[src/rtl/wdc_pkg.sv]
// ----------------------------------------------------------------------------
// wdc_pkg
// Shared types, constants and calendar helpers for the windowed date
// day-count compare core.
// ----------------------------------------------------------------------------
package wdc_pkg;

  typedef enum logic [1:0] {
    ACT_DIFF    = 2'd0,
    ACT_ORDER   = 2'd1,
    ACT_WEEKDAY = 2'd2,
    ACT_NONE    = 2'd3
  } action_t;

  localparam int YEAR_DIGIT_W = 7;
  localparam int YEAR_OFF_W   = 8;   // resolved year minus 1900, 0..226
  localparam int DAY_NUM_W    = 17;
  localparam int COUNT_W      = 32;

  localparam logic [YEAR_DIGIT_W-1:0] PIVOT_RESET   = 7'd50;
  // 2000 - 1900 and 2100 - 1900 as year offsets
  localparam logic [YEAR_OFF_W-1:0]   OFF_2000      = 8'd100;
  localparam logic [YEAR_OFF_W-1:0]   OFF_2100      = 8'd200;
  localparam logic [YEAR_OFF_W-1:0]   MAX_SPAN      = 8'd100;
  localparam logic [DAY_NUM_W-1:0]    DAYS_PER_YEAR = 17'd365;
  localparam logic [2:0]              WEEK_LEN      = 3'd7;

  typedef struct packed {
    logic [DAY_NUM_W-1:0]  day_num;
    logic [YEAR_OFF_W-1:0] year_off;
  } lane_t;

  // Leap years in [1900, 1900 + off - 1]; valid for off up to 252.
  function automatic logic [5:0] leaps_from_base(input logic [YEAR_OFF_W-1:0] off);
    logic [8:0] quads;
    logic [5:0] skips;
    quads = ({1'b0, off} + 9'd3) >> 2;
    skips = 6'(off != '0) + 6'(off > OFF_2100);
    return 6'(quads) - skips;
  endfunction

  function automatic logic is_leap_off(input logic [YEAR_OFF_W-1:0] off);
    return (off[1:0] == 2'd0) && (off != '0) && (off != OFF_2100);
  endfunction

  // Days of the months before the given one; months past December clamp.
  function automatic logic [8:0] month_days_before(input logic [3:0] month);
    logic [8:0] days;
    case (month)
      4'd0, 4'd1: days = 9'd0;
      4'd2:       days = 9'd31;
      4'd3:       days = 9'd59;
      4'd4:       days = 9'd90;
      4'd5:       days = 9'd120;
      4'd6:       days = 9'd151;
      4'd7:       days = 9'd181;
      4'd8:       days = 9'd212;
      4'd9:       days = 9'd243;
      4'd10:      days = 9'd273;
      4'd11:      days = 9'd304;
      default:    days = 9'd334;
    endcase
    return days;
  endfunction

  // 8 = 1 mod 7: fold octal digits, then one final subtract.
  function automatic logic [2:0] mod7(input logic [DAY_NUM_W-1:0] n);
    logic [5:0] s1;
    logic [3:0] s2;
    s1 = 6'(n[2:0]) + 6'(n[5:3]) + 6'(n[8:6]) + 6'(n[11:9]) + 6'(n[14:12])
         + 6'(n[16:15]);
    s2 = 4'(s1[2:0]) + 4'(s1[5:3]);
    return (s2 >= 4'(WEEK_LEN)) ? 3'(s2 - 4'(WEEK_LEN)) : s2[2:0];
  endfunction

endpackage

[src/rtl/wdc_lane.sv]
// ----------------------------------------------------------------------------
// wdc_lane
// One date lane: windows the year and forms the day number since 1900,
// registered.
// ----------------------------------------------------------------------------
module wdc_lane (
  input  logic          clk,
  input  logic          en,
  input  logic [6:0]    pivot,
  input  logic [6:0]    year_digits,
  input  logic [3:0]    month,
  input  logic [4:0]    day,
  output wdc_pkg::lane_t result
);
  import wdc_pkg::*;

  logic [YEAR_OFF_W-1:0] year_off;
  logic                  leap_day;
  lane_t                 result_next;

  always_comb begin
    year_off = (year_digits < pivot) ? ({1'b0, year_digits} + OFF_2000)
                                     : {1'b0, year_digits};
    leap_day = (month >= 4'd3) && is_leap_off(year_off);
    result_next.year_off = year_off;
    result_next.day_num  = DAY_NUM_W'(day)
                         + DAY_NUM_W'(year_off) * DAYS_PER_YEAR
                         + DAY_NUM_W'(leaps_from_base(year_off))
                         + DAY_NUM_W'(month_days_before(month))
                         + DAY_NUM_W'(leap_day);
  end

  always_ff @(posedge clk) begin
    if (en) begin
      result <= result_next;
    end
  end

endmodule

[src/rtl/wdc_merge.sv]
// ----------------------------------------------------------------------------
// wdc_merge
// Combines the two lane results per action, keeps the running violation
// count and leap tally, and registers the outgoing result.
// ----------------------------------------------------------------------------
module wdc_merge (
  input  logic                clk,
  input  logic                rst,
  input  logic                load,
  input  wdc_pkg::action_t    action,
  input  wdc_pkg::lane_t      first,
  input  wdc_pkg::lane_t      second,
  output logic                status,
  output logic signed [16:0]  day_difference,
  output logic [2:0]          weekday,
  output logic [31:0]         violation_count,
  output logic [31:0]         leap_tally
);
  import wdc_pkg::*;

  logic [YEAR_OFF_W-1:0] lo_off;
  logic [YEAR_OFF_W-1:0] hi_off;
  logic [5:0]            span_leaps;
  logic                  status_next;
  logic [DAY_NUM_W-1:0]  diff_next;
  logic [2:0]            weekday_next;
  logic [COUNT_W-1:0]    violation_count_next;
  logic [COUNT_W-1:0]    leap_tally_next;

  always_comb begin
    lo_off = (first.year_off < second.year_off) ? first.year_off : second.year_off;
    hi_off = (first.year_off < second.year_off) ? second.year_off : first.year_off;
    // leap years in the inclusive span [lo, hi]
    span_leaps = leaps_from_base(hi_off + 8'd1) - leaps_from_base(lo_off);

    status_next          = 1'b0;
    diff_next            = '0;
    weekday_next         = '0;
    violation_count_next = violation_count;
    leap_tally_next      = leap_tally;
    case (action)
      ACT_DIFF: begin
        if ((hi_off - lo_off) <= MAX_SPAN) begin
          diff_next       = second.day_num - first.day_num;
          leap_tally_next = leap_tally + COUNT_W'(span_leaps);
        end
      end
      ACT_ORDER: begin
        if (first.day_num > second.day_num) begin
          status_next          = 1'b1;
          violation_count_next = violation_count + 32'd1;
        end
      end
      ACT_WEEKDAY: begin
        weekday_next = mod7(first.day_num);
      end
      default: begin
      end
    endcase
  end

  always_ff @(posedge clk) begin
    if (rst) begin
      violation_count <= '0;
      leap_tally      <= '0;
    end else if (load) begin
      violation_count <= violation_count_next;
      leap_tally      <= leap_tally_next;
    end
  end

  always_ff @(posedge clk) begin
    if (load) begin
      status         <= status_next;
      day_difference <= signed'(diff_next);
      weekday        <= weekday_next;
    end
  end

endmodule

[src/rtl/windowed_date_day_count_compare_core.sv]
// ----------------------------------------------------------------------------
// windowed_date_day_count_compare_core
// Two-digit-year date pair compare: day difference, order check, weekday.
// ----------------------------------------------------------------------------
// Takes one request per clock while in_stall is low and returns one result
// per request: the lane stage forms both day numbers in two parallel date
// lanes and registers them, the merge stage merges them and updates the
// violation count and the leap tally. The output register and the lane
// register both advance whenever downstream is not stalling, so a full
// stream runs at one request per cycle; in_stall rises only when out_stall
// holds a result and the lane stage is occupied. Write window_pivot only
// while no request is in flight; cfg_ready is always high.
module windowed_date_day_count_compare_core (
  input  logic               clk,
  input  logic               rst,
  input  logic               in_valid,
  output logic               in_stall,
  input  logic [1:0]         action,
  input  logic [6:0]         first_year_digits,
  input  logic [3:0]         first_month,
  input  logic [4:0]         first_day,
  input  logic [6:0]         second_year_digits,
  input  logic [3:0]         second_month,
  input  logic [4:0]         second_day,
  output logic               out_valid,
  input  logic               out_stall,
  output logic               status,
  output logic signed [16:0] day_difference,
  output logic [2:0]         weekday,
  output logic [31:0]        violation_count,
  output logic [31:0]        leap_tally,
  input  logic               cfg_valid,
  output logic               cfg_ready,
  input  logic [6:0]         window_pivot
);
  import wdc_pkg::*;

  logic [YEAR_DIGIT_W-1:0] pivot;
  logic                    lane_valid;
  action_t                 lane_action;
  lane_t                   first_res;
  lane_t                   second_res;
  logic                    out_load;
  logic                    lane_en;

  assign cfg_ready = 1'b1;
  assign out_load  = lane_valid && (!out_valid || !out_stall);
  assign lane_en   = !lane_valid || out_load;
  assign in_stall  = !lane_en;

  always_ff @(posedge clk) begin
    if (rst) begin
      pivot <= PIVOT_RESET;
    end else if (cfg_valid && cfg_ready) begin
      pivot <= window_pivot;
    end
  end

  always_ff @(posedge clk) begin
    if (rst) begin
      lane_valid <= 1'b0;
      out_valid  <= 1'b0;
    end else begin
      if (lane_en) begin
        lane_valid <= in_valid;
      end
      if (out_load) begin
        out_valid <= 1'b1;
      end else if (!out_stall) begin
        out_valid <= 1'b0;
      end
    end
  end

  always_ff @(posedge clk) begin
    if (lane_en && in_valid) begin
      lane_action <= action_t'(action);
    end
  end

  wdc_lane u_first_lane (
    .clk         (clk),
    .en          (lane_en && in_valid),
    .pivot       (pivot),
    .year_digits (first_year_digits),
    .month       (first_month),
    .day         (first_day),
    .result      (first_res)
  );

  wdc_lane u_second_lane (
    .clk         (clk),
    .en          (lane_en && in_valid),
    .pivot       (pivot),
    .year_digits (second_year_digits),
    .month       (second_month),
    .day         (second_day),
    .result      (second_res)
  );

  wdc_merge u_merge (
    .clk             (clk),
    .rst             (rst),
    .load            (out_load),
    .action          (lane_action),
    .first           (first_res),
    .second          (second_res),
    .status          (status),
    .day_difference  (day_difference),
    .weekday         (weekday),
    .violation_count (violation_count),
    .leap_tally      (leap_tally)
  );

endmodule

[config.mk]
export PLATFORM = sky130hd
export DESIGN_NAME = windowed_date_day_count_compare_core
export DESIGN_NICKNAME = d
export VERILOG_FILES = /design/src/rtl/wdc_pkg.sv /design/src/rtl/wdc_lane.sv /design/src/rtl/wdc_merge.sv /design/src/rtl/windowed_date_day_count_compare_core.sv
export SDC_FILE = /design/constraint.sdc
export NUM_CORES = 1
export LEC_CHECK = 0
export BUFFER_PORTS_ARGS = -buffer_cell sky130_fd_sc_hd__buf_2
export CAP_MARGIN = 20
export CORE_MARGIN = 2
export CORE_UTILIZATION = 25
export DETAILED_ROUTE_END_ITERATION = 16
export PLACE_DENSITY = 0.51
export REMOVE_ABC_BUFFERS = 1
export SLEW_MARGIN = 5
export SYNTH_ARGS = -nofsm -noshare
export SYNTH_HDL_FRONTEND = slang
export SYNTH_SLANG_ARGS = --single-unit
[constraint.sdc]
create_clock -name clk -period 17.1 [get_ports clk]
set_input_delay 1.71 -clock clk [delete_from_list [all_inputs] [get_ports clk]]
set_output_delay 1.71 -clock clk [all_outputs]
set_load 0.01 [all_outputs]
==> results.json <==
{
  "die_x_um": 250,
  "relSlewSlack": 0.318,
  "ys_ff_latch": 146,
  "reg2reg_slack_ns": 8.12,
  "dp_hpwl_mm": 31.6,
  "routed_wirelength_mm": 38.7,
  "synth-edff-count": 73,
  "r2r-start": "u_first_lane.result[4]",
  "num_rows": 90,
  "cp.required_ns": 17.29,
  "antenna_found_initial": 2,
  "nets": 2114,
  "critPathCapture": "u_second_lane.result[24]",
  "grt_util_all_layers": 0.126,
  "core_area_mm2": 0.0601,
  "crit_fanout": 7,
  "syn2layout_area_growth_pct": 13.9,
  "ant_nets": 0,
  "worstPathArrival_ns": 9.98,
  "die_area_mm2": 0.0625,
  "ios": 134,
  "crit_path_start": "second_year_digits[4]",
  "reg2reg_to": "u_merge.leap_tally[25]",
  "antenna-diode-count": 0,
  "grt_pass1_vias": 11600,
  "grt_pass1_wl_mm": 62.7,
  "die_height_um": 250,
  "clockRootBuffer": "clkbuf_16",
  "tns_ns": 0,
  "slowest_stage": "or4b_2",
  "post_cts_buffers": 0,
  "netlist_area_mm2": 0.0151,
  "slew_viol_final": 0,
  "async_flop_share": 0,
  "synth-adder-area-share": 0.313,
  "cts.sinks": 146,
  "synth-simple-area-share": 0.159,
  "io_buffers": 132,
  "syn_area_per_cell_um2": 9.28,
  "clk_pin_slew_ns": 0.07,
  "timing_hold_violations_final": 0,
  "cap_violations": 0,
  "ys.flop_type": "edfxtp_1",
  "drt_iter0_drc": 716,
  "cts_resized": 0,
  "grt_max_degree": 53,
  "setup_viol": 0,
  "cp_slowest_stage_delay_ns": 0.61,
  "synthXorXnorAreaFrac": 0.0647,
  "drive_gt1_frac": 0.121,
  "n_fill_cell": 6439,
  "synth_compound_area_frac": 0.129,
  "cts_inserted_buffers": 17,
  "postSynthCellCount": 1630,
  "path_class": "input pin to flip-flop",
  "max_clock_freq_mhz": 102,
  "outcome": "completed",
  "rsz0062_at_grt": "false",
  "seq_area_frac_synth": 0.241,
  "grt_overflow_total": 0,
  "synth_top_family_by_area": "adder cells",
  "postCtsHoldBufs": 0,
  "vias_per_cell": 4.70,
  "synth_cell_types": 85,
  "r2r_cells": 35,
  "clockBufferDepth": 2,
  "cts_tree": "done",
  "clock_skew_ns": 0.0251,
  "initial_utilization": 0.252,
  "worst_setup_path_start_kind": "input pin",
  "hold_class": "flip-flop to flip-flop",
  "vias": 11900,
  "worst_slew_pin_slew_ns": 1.02,
  "htreeDepth": 4,
  "finalCriticalPeriod_ns": 9.78,
  "dr.pass1.iters": 5,
  "cp_common_cell": "ha_1",
  "critPathCaptureType": "flip-flop",
  "ys_warn_count": 0,
  "finalCritPeriodShare": 0.572,
  "synth.area.mux_share": 0.0217,
  "clock_latency_ns": 0.47,
  "wire_per_inst_um": 15.2,
  "routabilityCongestion": 0.826,
  "drc_errors": 0
}
==> per-stage QoR <==
stage	cell area [um2]	hold slack, ns	std cells	utilization	setup WS (ns)
floorplan	14900	0.450	1587	-	8.06
global placement	16700	0.463	2509	0.277	7.19
detailed placement	16700	0.475	2509	0.277	6.97
CTS	17200	0.493	2541	0.287	7.46
global route	17200	0.524	2541	0.287	6.64
finish	17200	0.494	2541	0.287	7.32
==> layout make-up <==
class	instances	area [um2]	share of cell area
sequential	146	3650	0.212
multi-input combinational	1205	10400	0.604
tap	782	978	0.0568
clock buffer	18	439	0.0255
timing repair buffer	140	721	0.0418
inverter	236	886	0.0514
clock inverter	14	138	0.00799
==> how the worst min path moves through the flow <==
stage                            from  cells past startpoint  slack, ns                endpoint
6_report       u_merge.leap_tally[30]                      2       0.49  u_merge.leap_tally[30]
4_1_cts                    lane_valid                      2       0.49               out_valid
3_3_place_gp               lane_valid                      2       0.46               out_valid
5_1_grt        u_merge.leap_tally[30]                      2       0.52  u_merge.leap_tally[30]
2_1_floorplan              lane_valid                      2       0.45               out_valid
3_5_place_dp               lane_valid                      2       0.48               out_valid
==> per-layer routing <==
layer  global-route usage  up-vias  part of all wire
met2                0.197      247              0.45
li1                     -     5982                 -
met3               0.0247       32             0.048
met4               0.0358        0             0.016
met1                0.176     5676              0.49
met5                    0        -                 0
==> registers in the layout, indices dropped and copies added, names as in the netlist <==
name and count:
u_first_lane.result 25, out_valid 1, lane_valid 1, u_second_lane.result 25, lane_action 2, u_merge.status 1
pivot 7, u_merge.violation_count 32, u_merge.weekday 3, u_merge.day_difference 17, u_merge.leap_tally 32
==> cells in the final DEF (no fill, tap or decap), types with 7 or more instances in the layout <==
master | netlist | final
nand2_1 | 65 | 65
o41ai_1 | 8 | 8
nand3_1 | 47 | 47
or3_1 | 15 | 15
a31oi_1 | 8 | 8
ha_1 | 228 | 228
mux2_2 | 8 | 8
dfxtp_1 | 73 | 73
xnor2_1 | 58 | 58
fa_1 | 94 | 94
o21a_1 | 7 | 7
nor4_1 | 19 | 19
nor2b_1 | 24 | 23
mux2i_1 | 16 | 16
nor2_1 | 100 | 100
o211ai_1 | 18 | 18
nand4_1 | 31 | 31
edfxtp_1 | 73 | 73
and2_1 | 11 | 11
mux2_1 | 7 | 7
and4_1 | 9 | 9
buf_2 | 8 | 132
and3_1 | 24 | 24
buf_4 | 2 | 8
or2_2 | 10 | 10
xor2_1 | 52 | 52
a21o_1 | 23 | 23
a21oi_1 | 85 | 85
nor3_1 | 32 | 32
o21ai_0 | 48 | 48
o311ai_0 | 7 | 7
o31ai_1 | 21 | 21
inv_1 | 233 | 233
nand2b_1 | 15 | 15
clkbuf_16 | 0 | 17
or4_1 | 23 | 23
==> logic make-up (layout without fill, tap and decap cells) <==
kind of cell / Yosys count / count (layout)
mux: 31 / 31
fa+ha+maj: 322 / 322
flops: 146 / 146
other cells: 1 / 1
xor+xnor: 111 / 111
buf+inv: 279 / 408
compound gates: 291 / 291
simple gates: 449 / 449
==> critical path: cells and delay by family <==
| kind | cells | cell delay, ns |
|---|---|---|
| simple gates | 6 | 1.43 |
| fa+ha+maj | 8 | 2.70 |
| buf+inv | 5 | 0.57 |
| mux | 2 | 0.75 |
| compound gates | 14 | 2.83 |
==> cell usage after synthesis, drive strengths merged, types with 5 or more instances <==
master / n / area share
fa: 94 / 0.12
or2: 12 / 0.0050
clkbuf: 29 / 0.0072
mux2: 15 / 0.011
and4: 9 / 0.0052
or4: 25 / 0.013
nor2b: 24 / 0.0099
nand3: 48 / 0.016
o21a: 8 / 0.0041
nor2: 101 / 0.025
or3: 15 / 0.0062
o22ai: 5 / 0.0021
nor3: 33 / 0.011
a21boi: 6 / 0.0030
ha: 228 / 0.19
mux2i: 16 / 0.011
o21bai: 6 / 0.0030
o41ai: 10 / 0.0068
o21ai: 52 / 0.018
dfxtp: 73 / 0.097
a31oi: 8 / 0.0033
xor2: 52 / 0.030
nor4: 19 / 0.0079
nand3b: 6 / 0.0030
o31ai: 21 / 0.010
xnor2: 59 / 0.035
o211ai: 19 / 0.0098
and3: 25 / 0.011
nand4: 31 / 0.013
nand2b: 15 / 0.0062
buf: 14 / 0.0056
edfxtp: 73 / 0.14
o311ai: 7 / 0.0041
nand2: 65 / 0.016
a211oi: 5 / 0.0028
a21o: 23 / 0.011
inv: 233 / 0.058
and2: 11 / 0.0045
a21oi: 88 / 0.030
Power is not shown: default switching activity piles up to over one toggle a cycle in this logic, so the estimate is an artifact.
